===== src/rtl/wpfm_ram.sv =====
`default_nettype none
// ----------------------------------------------------------------------------
// wpfm_ram
// Generic single-write, single-read RAM with registered read data.
// ----------------------------------------------------------------------------
module wpfm_ram #(
  parameter int WIDTH = 32,
  parameter int DEPTH = 128
) (
  input  wire logic                     clk,
  input  wire logic                     we,
  input  wire logic [$clog2(DEPTH)-1:0] waddr,
  input  wire logic [WIDTH-1:0]         wdata,
  input  wire logic [$clog2(DEPTH)-1:0] raddr,
  output logic      [WIDTH-1:0]         rdata
);

  logic [WIDTH-1:0] mem [DEPTH];

  always_ff @(posedge clk) begin
    if (we) begin
      mem[waddr] <= wdata;
    end
    rdata <= mem[raddr];
  end

endmodule : wpfm_ram
`default_nettype wire


===== config.mk =====
export PLATFORM = sky130hd
export DESIGN_NAME = wpfm_ram
export DESIGN_NICKNAME = d
export VERILOG_FILES = /design/src/rtl/wpfm_ram.sv
export SDC_FILE = /design/constraint.sdc
export NUM_CORES = 2
export LEC_CHECK = 0
export BUFFER_PORTS_ARGS = -buffer_cell sky130_fd_sc_hd__buf_4
export CORE_MARGIN = 5
export CORE_UTILIZATION = 52
export DETAILED_ROUTE_END_ITERATION = 8
export PLACE_DENSITY = 0.65
export SKIP_LAST_GASP = 1
export SLEW_MARGIN = 20
export SYNTH_ARGS = -nofsm -noshare
export SYNTH_HDL_FRONTEND = slang
export SYNTH_SLANG_ARGS = --single-unit

===== constraint.sdc =====
create_clock -name clk -period 7.2 [get_ports clk]
set_input_delay 0.72 -clock clk [delete_from_list [all_inputs] [get_ports clk]]
set_output_delay 0.72 -clock clk [all_outputs]
set_load 0.005 [all_outputs]

# After elaboration in Yosys (flattened, before gate mapping)
# Memories as Yosys holds them, arrays and structs flattened. A register that Yosys moved wholly into a read port is not among the register bits.
# Cells that the tools add are included.
# Widths: inputs -> output; s select.
[word_totals] regBits=0 mem_bits_rw=4096 output_inout_bits=32 word_cells=3 memories=1
[op_classes] n_mux=2
[mem_list] memory="mem" depth=128 width=32 read_ports=1 rd_ports_with_merged_regs=1 wr=1 line="18" text="logic [WIDTH-1:0] mem [DEPTH];"
[op_table] op="$mux 1" n=2

# Longest topological paths before layout
[logic_depth] ltp_word=2 mapped_depth=8 ltp_nobuf=4

# Worst setup path before layout
# OpenSTA, ideal clock, no wires.
[synth_path] path_type="input port to flip-flop" from="input we" to="memory mem[98][0], enable pin" setup_ps=461 arrival_time_ps=3498 required_time_ps=6739 slack_ps=3241 path_stages=3 path_cell_list="clkbuf_1 > nand4_1 > nor3_1"
[synth_via] elab_chain_len=2
[synth_rtl] item="start, declared" line="11" text="input wire logic we,"
[synth_rtl] item="$mux 1" line="21" text="if (we) begin"
[synth_rtl] item="$mux 1 (implied by the code)" line="22" text="mem[waddr] <= wdata;"
[synth_rtl] item="end, declared" line="18"
# No other way between the ends.

==> flow_summary.yaml <==
worst_setup_path:
  reg2reg_from: "mem[61][30]"
  r2r_end: "rdata[30]"
  cpPeakStageDelay_ps: 790
  start_kind: "input pin"
  worstRegToRegCells: 4
  critPathSlowestCell: "buf_4"
  cpMostUsedCell: "mux4_2"
  path_cells: "buf_8 -> buf_4 -> mux4_2 -> mux4_2 -> mux4_2 -> mux2_2"
  required_ps: 8020
  r2r_setup_slack_ps: 4530
  worst-path-max-fanout: 75
  crit_type: "input pin to flip-flop"
  cp.arrival_ps: 4440
  end_kind: "flip-flop"
die:
  coreArea_mm2: 0.2995
  die_h_um: 558.2
  start_util_pct: 52.17
  rows: 201
  io_pins: 80
  die_x_um: 558.2
  die_area_mm2: 0.3116
clock_network:
  cts_max_level: 5
  ctsResizeCount: 0
  cts_buffers: 408
  clkLatencyLatePin_ps: 940
  post_cts_buffers: 0
  ctsRootBufferMaster: "clkbuf_16"
  clk_path_buf_depth: 4
  path_clk_slew_ps: 60
  cts_tree: "done"
  cts.sinks: 4128
  hold_buffers: 0
drt:
  drt_iter0_markers: 10200
  vias: 70500
  detail_route.wl_per_cell_um: 37.76
  drt-total-wl_um: 405100
  viasPerCell: 6.573
  ant_nets: 0
  drc_errors: 0
  firstDrtPassIters: 6
synthesis:
  ys_warn_count: 0
  ys_seq_elements: 4128
  netlist_instances: 5990
  yosysUniqueCellTypes: 17
  syn_area_mm2: 0.1563
  ys_seq_area_share_pct: 79.12
  avgSynthCellArea_um2: 26.09
  synth_area_leaders: "edfxtp_1 (79%), mux4_2 (19%), clkbuf_1 (0.44%)"
  synth_nets: 6038
  yosysTopAreaCell: "edfxtp_1"
  synth_top_area_share_pct: 78.71
final_layout:
  finish.utilization_pct: 59.06
  syn_to_final_growth_pct: 13.19
  drive_gt1_share_pct: 35.39
  nNetsFinal: 6442
status:
  status: "completed"
global_route:
  grt_max_degree: 112
  antenna_found_initial: 62
  grt_pass1_wl_um: 563800
  grt-ovfl-total: 0
  grt_usage_pct: 26.20
  grt_pass1_vias: 71490
power_and_ir_drop:
  pwr-share-comb_pct: 5.0
  p_switching_uw: 10570
  max-vdd-ir-drop_uv: 216.4
  clockPowerShare_pct: 41.9
  p_int_uw: 39670
  p_leak_uw: 0.05408
  seqPwrFrac_pct: 53.1
  power_density_mw_per_mm2: 284.0
  switching_share_pct: 21.05
sta:
  clock-skew-final_ps: 47.99
  maxSlewHeadroom_pct: 22.88
  finalCritPeriodShare_pct: 50.29
  setup_viol: 0
  worst_pin_slew_ps: 1154
  rsz0062_at_grt: "no"
  max_freq_ghz: 0.2762
  slew_viol_final: 0
  timing_hold_violations_final: 0
  setup_tns_ps: 0
  holdWs_ps: 196.2
  finalCriticalPeriod_ps: 3621
min_path:
  min_to: "mem[116][14]"
  hold_depth: 1
  hp-start: "wdata[14]"
  hp-class: "input pin to flip-flop"
placed_design:
  globalplace.congestion: 0.8220
  detailed_place_hpwl_um: 217100
  portBuffers: 79
flow_run:
  maxCapViolations: 0
## power groups by stage
stage	sequential, µW	clock (µW)	combinational [µW]
final	26700	21000	2510
after global routing	26700	22400	2630
after CTS	26700	21300	2520
after detailed placement	27200	0	2520
after global placement	27200	0	2480
after floorplan	27100	0	1280
## critical path, delay by kind of cell
family | cells | cell delay [ps]
buffers and inverters | 2 | 1310
multiplexers | 4 | 2140
## layer usage
layer	global-route usage [%]	share of wire (%)	vias to the layer above
met5	0	0.027	-
met4	7.756	3.4	16
met3	6.733	11	601
met2	41.11	48	3919
met1	37.01	37	38710
li1	-	-	27260
## area by class of cell
cell class | count | area [µm²]
multi-input cells | 1546 | 32290
clock inverters | 219 | 2293
diodes | 28 | 70.07
fillers | 20360 | 122600
clock buffers | 537 | 10940
well taps | 3958 | 4952
repair buffers | 310 | 2706
flip-flops and latches | 4128 | 123600
## kinds of logic after synthesis
kind of cell | Yosys count | share of synthesized area [%]
flops | 4128 | 79.12
mux | 1376 | 19.60
buf+inv | 316 | 0.8391
simple gates | 170 | 0.4460
## worst max path at each step
| stage | startpoint | to | cells past startpoint |
|---|---|---|---|
| floorplan | we | mem[98][0] | 3 |
| finish | raddr[2] | rdata[30] | 6 |
| CTS | raddr[0] | rdata[16] | 6 |
| global route | raddr[0] | rdata[28] | 7 |
| global placement | raddr[0] | rdata[0] | 6 |
| detailed placement | raddr[0] | rdata[16] | 6 |
## synth_stat cells (all sizes together)
| cell | count |
|---|---|
| buf | 134 |
| clkbuf | 182 |
| dfxtp | 32 |
| edfxtp | 4096 |
| mux2 | 32 |
| mux4 | 1344 |
| nand2 | 14 |
| nand2b | 2 |
| nand3 | 12 |
| nand4 | 3 |
| nor2 | 122 |
| nor2b | 7 |
| nor3 | 9 |
| or3 | 1 |
## sequential cells by signal, indices dropped and copies added, names as in the netlist
register / cells
mem: 4096
rdata: 32
## stage by stage
| step | total power [µW] | setup slack, ps | std cells | cell area (µm²) |
|---|---|---|---|---|
| finish | 50240 | 3579 | 10730 | 176900 |
| global route | 51680 | 3467 | 10710 | 176900 |
| CTS | 50550 | 3624 | 10700 | 176800 |
| detailed placement | 29710 | 2652 | 9942 | 163600 |
| global placement | 29670 | 2702 | 9942 | 163600 |
| floorplan | 28360 | 3241 | 5990 | 156300 |
## placed cells by master (no fill, tap or decap)
cell / count
edfxtp_1: 4096
mux4_2: 1344
clkbuf_16: 414
buf_4: 277
nor2_4: 119
clkbuf_1: 111
clkinv_1: 81
clkinv_2: 64
bufinv_16: 40
mux2_2: 32
dfxtp_1: 32
diode_2: 28
buf_12: 26
clkbuf_8: 12
nand2_1: 11
inv_6: 10
nor3_2: 9
nand3_1: 8
clkinvlp_4: 8
nor2b_1: 7
clkinv_16: 6
nand3_2: 4
clkinv_8: 4
clkinv_4: 4
nor2_1: 3
nand4_1: 3
nand2_2: 3
buf_8: 3
buf_6: 3
nand2b_1: 2
inv_16: 2
or3_1: 1
buf_16: 1
(Power assumes the default switching activity.)
