--- src/rtl/wpfm_pkg.sv ---
`default_nettype none
// ----------------------------------------------------------------------------
// wpfm_pkg
// Shared types and constants of the windowed pulse frequency meter.
// ----------------------------------------------------------------------------
package wpfm_pkg;

  localparam int DATA_W = 32;
  localparam int CFG_AW = 3;

  localparam logic [DATA_W-1:0] WINDOW_RST = 32'd80000;
  localparam logic [DATA_W-1:0] TICK_RST   = 32'd16000000;

  typedef enum logic {
    CMD_CAPTURE = 1'b0,
    CMD_QUERY   = 1'b1
  } cmd_t;

  typedef enum logic {
    REG_WINDOW_TICKS = 1'b0,
    REG_TICK_RATE    = 1'b1
  } reg_idx_t;

  typedef enum logic [2:0] {
    ST_IDLE,
    ST_START,
    ST_PRIME,
    ST_WALK,
    ST_CHK,
    ST_DIV1,
    ST_DIV2,
    ST_FIN
  } state_t;

endpackage : wpfm_pkg
`default_nettype wire

--- src/rtl/wpfm_div.sv ---
`default_nettype none
// ----------------------------------------------------------------------------
// wpfm_div
// Restoring 32-bit unsigned divider, one quotient bit per cycle.
// ----------------------------------------------------------------------------
module wpfm_div
  import wpfm_pkg::*;
(
  input  wire logic              clk,
  input  wire logic              rst_n,
  input  wire logic              start,
  input  wire logic [DATA_W-1:0] dividend,
  input  wire logic [DATA_W-1:0] divisor,
  output logic                   done,
  output logic      [DATA_W-1:0] quotient
);

  localparam int CNT_W = $clog2(DATA_W + 1);

  logic [DATA_W-1:0] rem_r, rem_nxt;
  logic [DATA_W-1:0] quo_r, quo_nxt;
  logic [DATA_W-1:0] dvs_r, dvs_nxt;
  logic [CNT_W-1:0]  cnt_r, cnt_nxt;
  logic              done_r, done_nxt;
  logic [DATA_W:0]   rem_sh;
  logic [DATA_W:0]   trial;

  always_comb begin
    rem_sh   = {rem_r, quo_r[DATA_W-1]};
    trial    = rem_sh - {1'b0, dvs_r};
    rem_nxt  = rem_r;
    quo_nxt  = quo_r;
    dvs_nxt  = dvs_r;
    cnt_nxt  = cnt_r;
    done_nxt = 1'b0;
    if (start) begin
      rem_nxt = '0;
      quo_nxt = dividend;
      dvs_nxt = divisor;
      cnt_nxt = CNT_W'(DATA_W);
    end else if (cnt_r != '0) begin
      if (!trial[DATA_W]) begin
        rem_nxt = trial[DATA_W-1:0];
        quo_nxt = {quo_r[DATA_W-2:0], 1'b1};
      end else begin
        rem_nxt = rem_sh[DATA_W-1:0];
        quo_nxt = {quo_r[DATA_W-2:0], 1'b0};
      end
      cnt_nxt  = cnt_r - 1'b1;
      done_nxt = (cnt_r == CNT_W'(1));
    end
  end

  always_ff @(posedge clk) begin
    if (!rst_n) begin
      cnt_r  <= '0;
      done_r <= 1'b0;
    end else begin
      cnt_r  <= cnt_nxt;
      done_r <= done_nxt;
    end
    rem_r <= rem_nxt;
    quo_r <= quo_nxt;
    dvs_r <= dvs_nxt;
  end

  assign done     = done_r;
  assign quotient = quo_r;

endmodule : wpfm_div
`default_nettype wire
--- config.mk ---
export PLATFORM = sky130hd
export DESIGN_NAME = wpfm_div
export DESIGN_NICKNAME = d
export VERILOG_FILES = /design/src/rtl/wpfm_pkg.sv /design/src/rtl/wpfm_div.sv
export SDC_FILE = /design/constraint.sdc
export NUM_CORES = 1
export LEC_CHECK = 0
export BUFFER_PORTS_ARGS = -buffer_cell sky130_fd_sc_hd__buf_4
export CORE_MARGIN = 1.5
export CORE_UTILIZATION = 40
export DETAILED_ROUTE_END_ITERATION = 8
export PLACE_DENSITY = 0.61
export SKIP_CTS_REPAIR_TIMING = 1
export SLEW_MARGIN = 20
export SYNTH_ARGS = -nofsm -noshare
export SYNTH_HDL_FRONTEND = slang
export SYNTH_SLANG_ARGS = --single-unit
--- constraint.sdc ---
create_clock -name clk -period 2.7 [get_ports clk]
set_input_delay 0.405 -clock clk [delete_from_list [all_inputs] [get_ports clk]]
set_output_delay 0.405 -clock clk [all_outputs]
set_load 0.05 [all_outputs]
# After elaboration in Yosys (flattened, before gate mapping)
# Index checks and enable logic that the tools add are counted.
# totals
output_inout_bits	33
word_cells	21
register_bits	103
input_bits	67
# op_classes
reduce_logical	4
eq_ne	1
n_addsub	2
bitwise_logic	2
n_mux	6
# op_table
op	n
32-bit two-way mux	3
33-bit by 32-bit subtractor with 33-bit output	1
6-bit two-way mux	2
6-bit by 1-bit equality test with 1-bit output (second input constant)	1
6-bit nonzero test	1
6-bit by 1-bit subtractor with 6-bit output (second input constant)	1
3-bit OR reduction	1
1-bit inverter	2
2-bit nonzero test	1
2-bit OR reduction	1
1-bit two-way mux	1

# Logic depth before layout (Yosys ltp)
# Gate-level depths: netlist of run 1.
# depth
depth_word	4
ltp_mapped	13
depth_no_buf	12

# Worst setup path before layout of run 1
# OpenSTA, ideal clock, no wires.
# synth_path
path_type	reg-to-reg
start	register quo_r[31] (netlist: quotient[31])
end	register rem_r[30]
setup_ns	0.088
stages_incl_launch_ff	13
path_buffers	0
period_less_slack_ns	3.126
arrival_time_ns	3.038
t_required_ns	2.612
setup_slack_ns	-0.426
cell_sequence	edfxtp_1 -> inv_1 -> ha_1 -> fa_1 -> nand2b_1 -> a21oi_1 -> o311ai_2 -> a21oi_2 -> o41a_1 -> a21oi_1 -> o21ai_1 -> mux2_4 -> a311oi_2
# synth_between
elab_chain_len	2
# synth_lines
element	line_no	text
start, declared	wpfm_div.sv:21	logic [DATA_W-1:0] quo_r, quo_nxt;
start signal, assigned	wpfm_div.sv:63	quo_r <= quo_nxt;
33-bit by 32-bit subtractor with 33-bit output	wpfm_div.sv:30	trial = rem_sh - {1'b0, dvs_r};
32-bit two-way mux	wpfm_div.sv:42	if (!trial[DATA_W]) begin
end signal, assigned	wpfm_div.sv:62	rem_r <= rem_nxt;
end, declared	wpfm_div.sv:20	logic [DATA_W-1:0] rem_r, rem_nxt;
# Every way passes these cells.
# A chain may end at the register's enable or synchronous reset.

# Worst setup path in the final report of run 1
# layout_path
start	register quo_r[31] (netlist: quotient[31])
end	register rem_r[24]
# The elaborated chain is that of the path after synthesis.

==> reports/qor.yml, run 1 <==
layout:
  fillerInstances: 1204
  finalNetCount: 853
  layout-drive-gt1-share_pct: 39.7
  fin_area_um2: 8270
  area_delta_synth_final_pct: 37.6
  finalNonFillerCells: 940
  antenna-diode-count: 0
  final_util_pct: 56.7
placement:
  port_buffers: 99
  routabilityCongestion: 0.924
  hpwl_mm: 10.3
  dp_worst_setup_slack_ns: -0.160
  placed_cells_incl_taps: 904
  placed_cell_area_um2: 7430
worst_setup_path:
  worst-endpoint-arrival_ns: 3.07
  crit_type: "flop to flop"
  crit_path_max_incr_delay_ns: 0.41
  crit_chain: "inv_2 -> ha_4 -> fa_2 -> nand2b_4 -> a21oi_4 -> o311ai_4 -> a21oi_2 -> a221o_1 -> nor2_4 -> buf_6 -> clkbuf_16 -> mux2i_1 -> a211oi_1"
  timing.rr.start: "quotient[31]"
  crit_buf_inv: 3
  worstPathMaxFanout: 6
  startpoint_type: "flop"
  setup.worst_path.end_class: "flop"
  family_of_cells_with_the_greatest_summed_delay_on_the_critical_path: "compound AO/OA/AOI/OAI gates"
  master_of_the_slowest_instance_on_the_critical_path: "sky130_fd_sc_hd__edfxtp_1"
  required_ns: 2.94
  cp_startpoint: "quotient[31]"
detailed_routing:
  topRoutingLayerUsed: "met4"
  met3_length_um: 907
  drt_wl_total_mm: 15.0
  detail_route.vias_per_cell: 5.29
  final_antenna_net_count: 0
  detail_route.wirelength.met1_mm: 6.61
  dr.first_iter.drc_count: 270
  remaining_drc_errors: 0
  firstDrtPassIters: 5
  met2RoutedLength_mm: 7.30
  routed_wire_length_per_instance_um: 16.0
  routed-via-count: 4973
clocking:
  tritoncts: "done"
  cts-root-to-sink-buffers: 2
  clk-insertion-delay-late_ns: 0.37
  cts-root-buf: "sky130_fd_sc_hd__clkbuf_16"
  h_tree_lvl_count: 3
  cts_made_buffers: 9
  clkTransAtPathRegs_ns: 0.07
  cts_num_sinks: 103
floorplan:
  std_cell_rows: 44
  die_area_um2: 15800
  effective_utilization_at_floorplan_pct: 41.2
  boundary_pins: 100
  die_h_um: 126
  core_area_um2: 14600
  dieWidth_um: 126
synthesis:
  yosys.area.top_type: "sky130_fd_sc_hd__edfxtp_1"
  synthTopCellsByCount: "sky130_fd_sc_hd__edfxtp_1, sky130_fd_sc_hd__nor2_1, sky130_fd_sc_hd__dfxtp_1, sky130_fd_sc_hd__inv_1, sky130_fd_sc_hd__nand2_1"
  synth-seq-area-share_pct: 45.0
  number_of_enable_flip_flop_cells_after_synthesis: 64
  netlist-cell-type-count: 60
  synth-seq-cells: 103
  synthesis.area_um2: 6010
  netlist_top_cells_area: "sky130_fd_sc_hd__edfxtp_1, sky130_fd_sc_hd__dfxtp_1, sky130_fd_sc_hd__ha_1, sky130_fd_sc_hd__mux2_2, sky130_fd_sc_hd__nor2_1"
  syn_nets: 684
  share_of_synthesized_registers_carrying_an_async_set_or_reset_pct: 0
  synth_flop_cell: "sky130_fd_sc_hd__edfxtp_1"
  warning_count_from_the_yosys_run: 0
  synth_area_per_cell_um2: 10.3
  synthCells: 582
  yosysMostFrequentCell: "sky130_fd_sc_hd__edfxtp_1"
  post-synth-top-area-fraction_pct: 32.0
sta:
  slew_viol_final: 0
  setup_violations: 29
  final_critical_path_setup_slack_ns: -0.133
  max_clock_freq_mhz: 353
  layout_min_cycle_time_ns: 2.83
  timing.hold.ws_ns: 0.215
  maxSlewHeadroom_pct: 62.7
  timing_worst_slew_pin_value_ns: 0.557
  finalClockSkew_ns: 0.0114
  hold_violations_final: 0
  final.period_utilization_pct: 105
  unrepaired_setup_endpoints_after_global_routing: "true"
global_routing:
  antenna_found_initial: 0
  grt_pass1_wl_mm: 23.0
  grt_usage_pct: 17.9
  grt_pass1_vias: 4882
  grt_overflow_total: 0
  grt_start_max_net_pins: 59
min_path:
  timing.hold.worst.class: "input pin to flop"
  min_from: "divisor[25]"
pwr:
  power-per-cell-area_nw_per_um2: 1130
  p_leak_nw: 3.57
  irDropWorstVdd_v: 0.000537
flow_run:
  number_of_violations_of_the_max_capacitance_limit: 0
run_status:
  run_status: "finished, violations left"
  violated_checks: "setup timing"
cell families after synthesis:
family	after synthesis	share of synthesized area, %
AO/OA/AOI/OAI	144	17.0
XOR/XNOR	29	4.23
adder cells (fa/ha/maj)	35	7.41
buffers and inverters	65	4.64
flip-flops	103	45.0
multiplexers	53	9.60
AND/OR/NAND/NOR	153	12.1
area by class of cell:
type	count	area [um2]	area share [%]
Clock buffer	9	225	2.72
Clock inverter	7	72.6	0.878
Inverter	39	146	1.77
Multi-Input combinational cell	414	3380	40.9
Sequential cell	103	2700	32.7
Tap cell	184	230	2.78
Timing Repair Buffer	184	1510	18.3
stage by stage:
| stage | TNS [ns] | power, mW |
|---|---|---|
| after CTS | -0.838 | 8.43 |
| after floorplan | -2.16 | 5.70 |
| after detailed placement | -0.770 | 7.08 |
| after global placement | -0.0915 | 7.00 |
| after global routing | -4.77 | 9.88 |
| final | -1.42 | 9.32 |
per-layer routing:
metal  GRT usage, %  vias to the layer above
met3           5.99                       18
met5              0                        -
met2           30.0                      127
met4           3.94                        0
li1               -                     2464
met1           22.4                     2364
cells in the final DEF (no fill, tap or decap), types with 4 or more instances in the layout:
cell / n
sky130_fd_sc_hd__dfxtp_1: 39
sky130_fd_sc_hd__inv_2: 4
sky130_fd_sc_hd__buf_4: 171
sky130_fd_sc_hd__a211oi_1: 17
sky130_fd_sc_hd__a21o_1: 16
sky130_fd_sc_hd__ha_4: 9
sky130_fd_sc_hd__nand2_2: 6
sky130_fd_sc_hd__inv_1: 35
sky130_fd_sc_hd__mux2i_1: 16
sky130_fd_sc_hd__o21ai_1: 4
sky130_fd_sc_hd__buf_12: 4
sky130_fd_sc_hd__nor2_1: 53
sky130_fd_sc_hd__nor3_1: 9
sky130_fd_sc_hd__and3_1: 4
sky130_fd_sc_hd__nand2_1: 31
sky130_fd_sc_hd__buf_6: 5
sky130_fd_sc_hd__a211oi_2: 6
sky130_fd_sc_hd__a21oi_1: 25
sky130_fd_sc_hd__xor2_1: 10
sky130_fd_sc_hd__a21oi_2: 6
sky130_fd_sc_hd__and2_1: 4
sky130_fd_sc_hd__nand3_1: 9
sky130_fd_sc_hd__xnor2_1: 18
sky130_fd_sc_hd__ha_1: 25
sky130_fd_sc_hd__clkbuf_16: 12
sky130_fd_sc_hd__mux2_2: 32
sky130_fd_sc_hd__a311oi_2: 6
sky130_fd_sc_hd__nand2b_1: 11
sky130_fd_sc_hd__edfxtp_1: 64
sky130_fd_sc_hd__o21ai_0: 19
sky130_fd_sc_hd__o21ai_2: 4
sky130_fd_sc_hd__o211ai_1: 8
flip-flops by register name (all words and copies together) (netlist names):
signal    flops
dvs_r        32
quotient     32
rem_r        32
cnt_r         6
done          1
power by group:
part / leakage [nW] / internal (mW) / total [mW] / switching, mW
sequential: 0.965 / 2.14 / 2.44 / 0.297
clock: 0.149 / 0.659 / 1.32 / 0.660
combinational: 2.46 / 2.58 / 5.56 / 2.99
total: 3.57 / 5.37 / 9.32 / 3.94
worst paths after layout:
path	end	slack (ns)	cells after the start
worst max-delay path	rem_r[24]	-0.13	13
worst min-delay path	dvs_r[25]	0.21	1
worst max register to register	rem_r[24]	-0.13	13
worst min register to register	rem_r[0]	0.50	2
Power figures use the tool's default switching activity.
==> run 2: changes to the inputs <==
--- a/config.mk
+++ b/config.mk
@@ -5,11 +5,13 @@
 export SDC_FILE = /design/constraint.sdc
 export NUM_CORES = 1
 export LEC_CHECK = 0
+export ABC_AREA = 1
 export BUFFER_PORTS_ARGS = -buffer_cell sky130_fd_sc_hd__buf_4
+export CAP_MARGIN = 30
 export CORE_MARGIN = 1.5
 export CORE_UTILIZATION = 40
 export DETAILED_ROUTE_END_ITERATION = 8
-export PLACE_DENSITY = 0.61
+export PLACE_DENSITY = 0.6
 export SKIP_CTS_REPAIR_TIMING = 1
 export SLEW_MARGIN = 20
 export SYNTH_ARGS = -nofsm -noshare
==> run 2 against run 1 <==
The run now ends clean. Area after synthesis up 22%. Die area up 22%. Global-route usage up 1.5 points. Routed wire length up 19%. Total power down 2.5%. Setup slack better by 0.40 ns. Critical endpoint is now rem_r[30]. Largest cell class unchanged. Largest power group unchanged.
==> reports/qor.yml, run 2 <==
sta:
  hold_violations_final: 0  # unchanged
  finalClockSkew_ns: 0.0144  # +0.00296 ns
  timing.hold.ws_ns: 0.205  # -0.00993 ns
  maxSlewHeadroom_pct: 71.9  # +9.2 points
  setup_violations: 0  # -100%
  max_clock_freq_mhz: 411  # +17%
  unrepaired_setup_endpoints_after_global_routing: "false"
  timing.setup.tns_ns: 0  # +1.42 ns
  final.period_utilization_pct: 90.0  # -15 points
  layout_min_cycle_time_ns: 2.43  # -0.402 ns
  final_critical_path_setup_slack_ns: 0.269  # +0.402 ns
  timing_worst_slew_pin_value_ns: 0.421  # -0.137 ns
  slew_viol_final: 0  # unchanged
clocking:
  h_tree_lvl_count: 3  # unchanged
  cts_num_sinks: 103  # unchanged
  cts-root-to-sink-buffers: 2  # unchanged
  clkTransAtPathRegs_ns: 0.09  # +0.02 ns
  clk-insertion-delay-late_ns: 0.37  # about the same
  cts-root-buf: "sky130_fd_sc_hd__clkbuf_16"
  cts_made_buffers: 9  # unchanged
  tritoncts: "done"
synthesis:
  netlist-cell-type-count: 39  # -35%
  syn_nets: 1174  # +72%
  synth-seq-cells: 103  # unchanged
  synth-seq-area-share_pct: 36.7  # -8.2 points
  synthesis.area_um2: 7360  # +22%
  post-synth-top-area-fraction_pct: 26.1  # -5.9 points
  warning_count_from_the_yosys_run: 0  # unchanged
  yosysMostFrequentCell: "sky130_fd_sc_hd__nand2_1"
  synth_area_per_cell_um2: 6.86  # -34%
  number_of_enable_flip_flop_cells_after_synthesis: 64  # unchanged
  synth_flop_cell: "sky130_fd_sc_hd__edfxtp_1"
  share_of_synthesized_registers_carrying_an_async_set_or_reset_pct: 0  # unchanged
  yosys.area.top_type: "sky130_fd_sc_hd__edfxtp_1"
  synthTopCellsByCount: "sky130_fd_sc_hd__nand2_1, sky130_fd_sc_hd__inv_1, sky130_fd_sc_hd__nor2_1"
  synthCells: 1072  # +84%
  netlist_top_cells_area: "sky130_fd_sc_hd__edfxtp_1, sky130_fd_sc_hd__nand2_1, sky130_fd_sc_hd__dfxtp_1, sky130_fd_sc_hd__inv_1, sky130_fd_sc_hd__ha_1"
detailed_routing:
  routed-via-count: 6452  # +30%
  routed_wire_length_per_instance_um: 12.7  # -20%
  final_antenna_net_count: 0  # unchanged
  drt_wl_total_mm: 17.9  # +19%
  firstDrtPassIters: 5  # unchanged
  dr.first_iter.drc_count: 339  # +26%
  remaining_drc_errors: 0  # unchanged
  detail_route.vias_per_cell: 4.61  # -13%
global_routing:
  antenna_found_initial: 0  # unchanged
  grt_usage_pct: 19.4  # +1.5 points
  grt_start_max_net_pins: 64  # +8.5%
  grt_overflow_total: 0  # unchanged
  grt_pass1_vias: 6505  # +33%
  grt_pass1_wl_mm: 30.6  # +33%
worst_setup_path:
  setup.worst_path.end_class: "flop"
  worstPathMaxFanout: 18  # +12
  startpoint_type: "flop"
  crit_type: "flop to flop"
  required_ns: 2.96  # +0.02 ns
  reg2reg_slack_ns: 0.27  # +0.40 ns
  worst-endpoint-arrival_ns: 2.69  # -0.38 ns
layout:
  area_delta_synth_final_pct: 17.2
  most_frequent_standard_cell_in_the_layout_excluding_fill_and_tap_cells: "sky130_fd_sc_hd__nand2_1"
  fin_area_um2: 8620  # +4.2%
  finalNetCount: 1269  # +49%
  layout-drive-gt1-share_pct: 17.2  # -22 points
  commonest_cells_after_routing_fill_and_taps_aside: "sky130_fd_sc_hd__nand2_1, sky130_fd_sc_hd__inv_1, sky130_fd_sc_hd__nor2_1"
  finalNonFillerCells: 1401  # +49%
  final_util_pct: 47.8  # -8.9 points
  antenna-diode-count: 0  # unchanged
placement:
  placed_cell_area_um2: 8320  # +12%
  hpwl_mm: 13.6  # +32%
  placed_cells_incl_taps: 1385  # +53%
  dp_worst_setup_slack_ns: 0.275  # +0.435 ns
  port_buffers: 99  # unchanged
  routabilityCongestion: 0.995  # +7.8%
pwr:
  p_leak_nw: 4.89  # +37%
  power-per-cell-area_nw_per_um2: 1050  # -6.5%
  totalPowerFinal_mw: 9.08  # -2.5%
  irDropWorstVdd_v: 0.000523  # -2.7%
floorplan:
  die_area_um2: 19200  # +22%
  core_area_um2: 18000  # +24%
  std_cell_rows: 49  # +11%
  boundary_pins: 100  # unchanged
  dieWidth_um: 139  # +10%
  effective_utilization_at_floorplan_pct: 40.8  # -0.37 points
  die_h_um: 139  # +10%
run_status:
  run_status: "completed"
flow_run:
  number_of_violations_of_the_max_capacitance_limit: 0  # unchanged
min_path:
  timing.hold.worst.class: "input pin to flop"
-- run 2: cell types whose count changed after synthesis, moves of 17 or more --
cell	delta
sky130_fd_sc_hd__nand2_1	+352
sky130_fd_sc_hd__inv_1	+149
sky130_fd_sc_hd__nand3_1	+69
sky130_fd_sc_hd__nor2_1	+57
sky130_fd_sc_hd__mux2_2	-32
sky130_fd_sc_hd__a211oi_1	-22
sky130_fd_sc_hd__nand3_2	+21
sky130_fd_sc_hd__mux2i_1	-19
sky130_fd_sc_hd__nand2_2	+17
sky130_fd_sc_hd__nand2_4	+17
sky130_fd_sc_hd__o21ai_0	-17
sky130_fd_sc_hd__xnor2_1	-17
-- run 2: area by class of cell --
type,count,area [um2]
fill,1904,9410
tap,229,287
multi-input combinational,742,3750
clock buffer,9,225
timing repair buffer,107,816
clock inverter,7,71.3
inverter,204,766
sequential,103,2700
-- run 2: layer usage --
| layer | GRT usage (%) | wire length (um) |
|---|---|---|
| met1 | 25.0 | 8310 |
| met4 | 4.10 | 281 |
| met5 | 0 | 0 |
| met2 | 32.7 | 8270 |
| met3 | 5.39 | 990 |
-- run 2: kinds of logic (layout without fill, tap and decap cells) --
family,Yosys count,after routing,share of synthesized area [%]
AOI/OAI and AO/OA,35,35,2.89
buffers and inverters,227,327,12.2
and+or+nand+nor,660,660,40.6
xor gates and xnor gates,12,12,1.43
adders and majority gates,35,35,6.06
DFF,103,103,36.7
-- run 2: report_power, final --
group          internal [mW]  total, mW  switching, mW
Sequential              2.12       2.41          0.291
Combinational           1.79       5.32           3.54
Clock                  0.657       1.35          0.693
Total                   4.56       9.08           4.52
-- run 2: critical path, cell delays in order, from the launching register on --
cell and delay [ns]:
sky130_fd_sc_hd__edfxtp_1 0.37, sky130_fd_sc_hd__inv_1 0.05, sky130_fd_sc_hd__ha_1 0.22, sky130_fd_sc_hd__fa_1 0.41, sky130_fd_sc_hd__inv_1 0.11, sky130_fd_sc_hd__nand2_1 0.06, sky130_fd_sc_hd__nand2_1 0.08, sky130_fd_sc_hd__nand3_2 0.08
sky130_fd_sc_hd__nand2_4 0.10, sky130_fd_sc_hd__nand2_4 0.05, sky130_fd_sc_hd__nand2_4 0.06, sky130_fd_sc_hd__nand2_4 0.07, sky130_fd_sc_hd__nand2_4 0.10, sky130_fd_sc_hd__nand2_4 0.06, sky130_fd_sc_hd__nand2_4 0.23, sky130_fd_sc_hd__nor2_1 0.09
sky130_fd_sc_hd__nor2_1 0.11, sky130_fd_sc_hd__nor2_1 0.04
-- run 2: path summary, 6_finish.rpt --
check | from | cells past startpoint | endpoint
max | quotient[31] | 17 | rem_r[30]
min | divisor[31] | 1 | dvs_r[31]
max reg2reg | quotient[31] | 17 | rem_r[30]
min reg2reg | cnt_r[5] | 2 | cnt_r[5]
==> run 3: changes to the inputs <==
--- a/config.mk
+++ b/config.mk
@@ -11,7 +11,6 @@
 export CORE_MARGIN = 1.5
 export CORE_UTILIZATION = 40
 export DETAILED_ROUTE_END_ITERATION = 8
-export PLACE_DENSITY = 0.6
 export SKIP_CTS_REPAIR_TIMING = 1
 export SLEW_MARGIN = 20
 export SYNTH_ARGS = -nofsm -noshare
==> constraint.sdc (replaced) <==
create_clock -name clk -period 3.1 [get_ports clk]
set_input_delay 0.465 -clock clk [delete_from_list [all_inputs] [get_ports clk]]
set_output_delay 0.465 -clock clk [all_outputs]
set_load 0.05 [all_outputs]
==> run 3 against run 2 <==
Final cell count barely moved. Combinational power decreased by 13%. Setup slack better by 0.24 ns. Maximum frequency fell by 6.0%. Clock-buffer cell count is the same. Largest cell class unchanged.
==> reports/qor.yml, run 3 (synthesis gave the netlist of run 2 again) <==
detailed_routing:
  routed_wire_length_per_instance_um: 12.9  # +1.4%
  firstDrtPassIters: 6  # +1
  dr.first_iter.drc_count: 419  # +24%
  final_antenna_net_count: 0  # unchanged
  detail_route.vias_per_cell: 4.66  # +1.2%
  routed-via-count: 6524  # +1.1%
  drt_wl_total_mm: 18.1  # +1.3%
  remaining_drc_errors: 0  # unchanged
layout:
  fillerInstances: 1868  # -1.9%
  finalNetCount: 1268  # -0.079%
  commonest_cells_after_routing_fill_and_taps_aside: "sky130_fd_sc_hd__nand2_1, sky130_fd_sc_hd__inv_1, sky130_fd_sc_hd__nor2_1"
  layout-drive-gt1-share_pct: 17.2  # -0.071 points
  antenna-diode-count: 0  # unchanged
  most_frequent_standard_cell_in_the_layout_excluding_fill_and_tap_cells: "sky130_fd_sc_hd__nand2_1"
  area_delta_synth_final_pct: 17.5
  multi_input_logic_area_um2: 3750  # unchanged
  area.sequential_um2: 2700  # unchanged
sta:
  maxSlewHeadroom_pct: 55.5  # -16 points
  final.period_utilization_pct: 83.5  # -6.6 points
  hold_violations_final: 0  # unchanged
  timing.setup.tns_ns: 0  # unchanged
  slew_viol_final: 0  # unchanged
  finalClockSkew_ns: 0.0135  # -0.000877 ns
  layout_min_cycle_time_ns: 2.59  # +0.156 ns
  max_clock_freq_mhz: 387  # -6.0%
  unrepaired_setup_endpoints_after_global_routing: "false"
  timing_worst_slew_pin_value_ns: 0.666  # +0.246 ns
  setup_violations: 0  # unchanged
  timing.hold.ws_ns: 0.266  # +0.0614 ns
worst_setup_path:
  crit_type: "flop to flop"
  startpoint_type: "flop"
  setup.worst_path.end_class: "flop"
  crit_path_max_incr_delay_ns: 0.40  # about the same
  crit_top_cell: "sky130_fd_sc_hd__nand2_4"
  worstPathMaxFanout: 18  # unchanged
  master_of_the_slowest_instance_on_the_critical_path: "sky130_fd_sc_hd__fa_1"
  family_of_cells_with_the_greatest_summed_delay_on_the_critical_path: "simple AND/OR/NAND/NOR gates"
  crit_buf_inv: 3  # +1
  required_ns: 3.37  # +0.41 ns
  worst-endpoint-arrival_ns: 2.86  # +0.17 ns
  crit_chain: "inv_1 -> ha_1 -> fa_1 -> inv_1 -> nand2_1 -> nand2_1 -> nand3_2 -> nand2_4 -> nand2_4 -> nand2_4 -> nand2_4 -> nand3_2 -> nand2_4 -> nand2_1 -> nand3_1 -> nand2_1 -> inv_1"
clocking:
  clkTransAtPathRegs_ns: 0.09  # about the same
  clk-insertion-delay-late_ns: 0.37  # about the same
  cts_num_sinks: 103  # unchanged
  tritoncts: "done"
  cts-root-buf: "sky130_fd_sc_hd__clkbuf_16"
  h_tree_lvl_count: 3  # unchanged
  cts_made_buffers: 9  # unchanged
  cts-root-to-sink-buffers: 2  # unchanged
floorplan:
  core_area_um2: 18000  # unchanged
  dieWidth_um: 139  # unchanged
  die_area_um2: 19200  # unchanged
  effective_utilization_at_floorplan_pct: 40.8  # unchanged
  std_cell_rows: 49  # unchanged
  die_h_um: 139  # unchanged
  boundary_pins: 100  # unchanged
global_routing:
  grt_start_max_net_pins: 37  # -42%
  grt_overflow_total: 0  # unchanged
  grt_pass1_wl_mm: 30.2  # -1.4%
  antenna_found_initial: 0  # unchanged
  grt_usage_pct: 19.3  # -0.14 points
  grt_pass1_vias: 6297  # -3.2%
pwr:
  switching_share_pct: 49.9  # +0.082 points
  power-per-cell-area_nw_per_um2: 920  # -13%
  cellInternalPower_mw: 3.99  # -13%
  p_leak_nw: 4.90  # +0.16%
  power_frac_comb_pct: 58.1  # -0.5 points
  net_load_switching_power_mw: 3.96  # -12%
  clock_power_share_pct: 15.4  # +0.5 points
  share_seq_of_total_power_pct: 26.5  # about the same
  irDropWorstVdd_v: 0.000448  # -14%
placement:
  hpwl_mm: 13.7  # +0.74%
  port_buffers: 99  # unchanged
  routabilityCongestion: 0.975  # -2.1%
flow_run:
  number_of_violations_of_the_max_capacitance_limit: 0  # unchanged
min_path:
  timing.hold.worst.class: "input pin to flop"
run_status:
  run_status: "completed"
run 3: changes by cell type in the layout (fill, tap and decap cells not counted), sizes merged:
cell      change
clkinv        +1
clkinvlp      -1
buf           -1
run 3: final timing paths:
kind	from	endpoint	slack (ns)	depth (start not counted)
worst max-delay path	quotient[31]	rem_r[1]	0.51	17
worst min-delay path	divisor[2]	dvs_r[2]	0.27	1
worst min register to register	cnt_r[3]	cnt_r[3]	0.47	2
worst max register to register	quotient[31]	rem_r[1]	0.51	17
run 3: routing by layer:
layer,global-route usage (%),part of all wire [%]
met1,24.7,47
met3,4.80,4.7
met2,32.6,47
met4,4.76,2.0
met5,0,0
run 3: cell type report:
cell class	count	share of cell area, %
Multi-Input combinational cell	742	43.4
Sequential cell	103	31.3
Clock buffer	9	2.61
Tap cell	229	3.32
Timing Repair Buffer	106	9.35
Inverter	204	8.86
Clock inverter	7	1.17
run 3: worst reg2reg max path, stage by stage (launching register included):
cell,delay [ns]
sky130_fd_sc_hd__edfxtp_1,0.38
sky130_fd_sc_hd__inv_1,0.06
sky130_fd_sc_hd__ha_1,0.21
sky130_fd_sc_hd__fa_1,0.40
sky130_fd_sc_hd__inv_1,0.10
sky130_fd_sc_hd__nand2_1,0.05
sky130_fd_sc_hd__nand2_1,0.08
sky130_fd_sc_hd__nand3_2,0.08
sky130_fd_sc_hd__nand2_4,0.10
sky130_fd_sc_hd__nand2_4,0.06
sky130_fd_sc_hd__nand2_4,0.06
sky130_fd_sc_hd__nand2_4,0.07
sky130_fd_sc_hd__nand3_2,0.27
sky130_fd_sc_hd__nand2_4,0.26
sky130_fd_sc_hd__nand2_1,0.12
sky130_fd_sc_hd__nand3_1,0.07
sky130_fd_sc_hd__nand2_1,0.08
sky130_fd_sc_hd__inv_1,0.04
run 3: stage by stage:
step / worst slack, ns / area (um2) / util (%) / cells / power, mW
final: 0.513 / 8640 / 47.9 / 1400 / 7.95
after global routing: 0.194 / 8640 / 47.9 / 1400 / 8.68
after CTS: 0.500 / 8640 / 47.9 / 1400 / 8.03
after global placement: 0.607 / 8320 / 46.1 / 1384 / 6.73
after detailed placement: 0.524 / 8320 / 46.1 / 1384 / 6.75
after floorplan: 0.463 / 7360 / - / 1072 / 5.75
run 3: power groups by stage:
stage / clock network [mW] / registers [mW] / logic, mW
2_1_floorplan: 0 / 2.46 / 3.30
3_3_place_gp: 0 / 2.13 / 4.60
3_5_place_dp: 0 / 2.12 / 4.63
4_1_cts: 1.27 / 2.10 / 4.65
5_1_grt: 1.32 / 2.15 / 5.21
6_report: 1.23 / 2.10 / 4.62
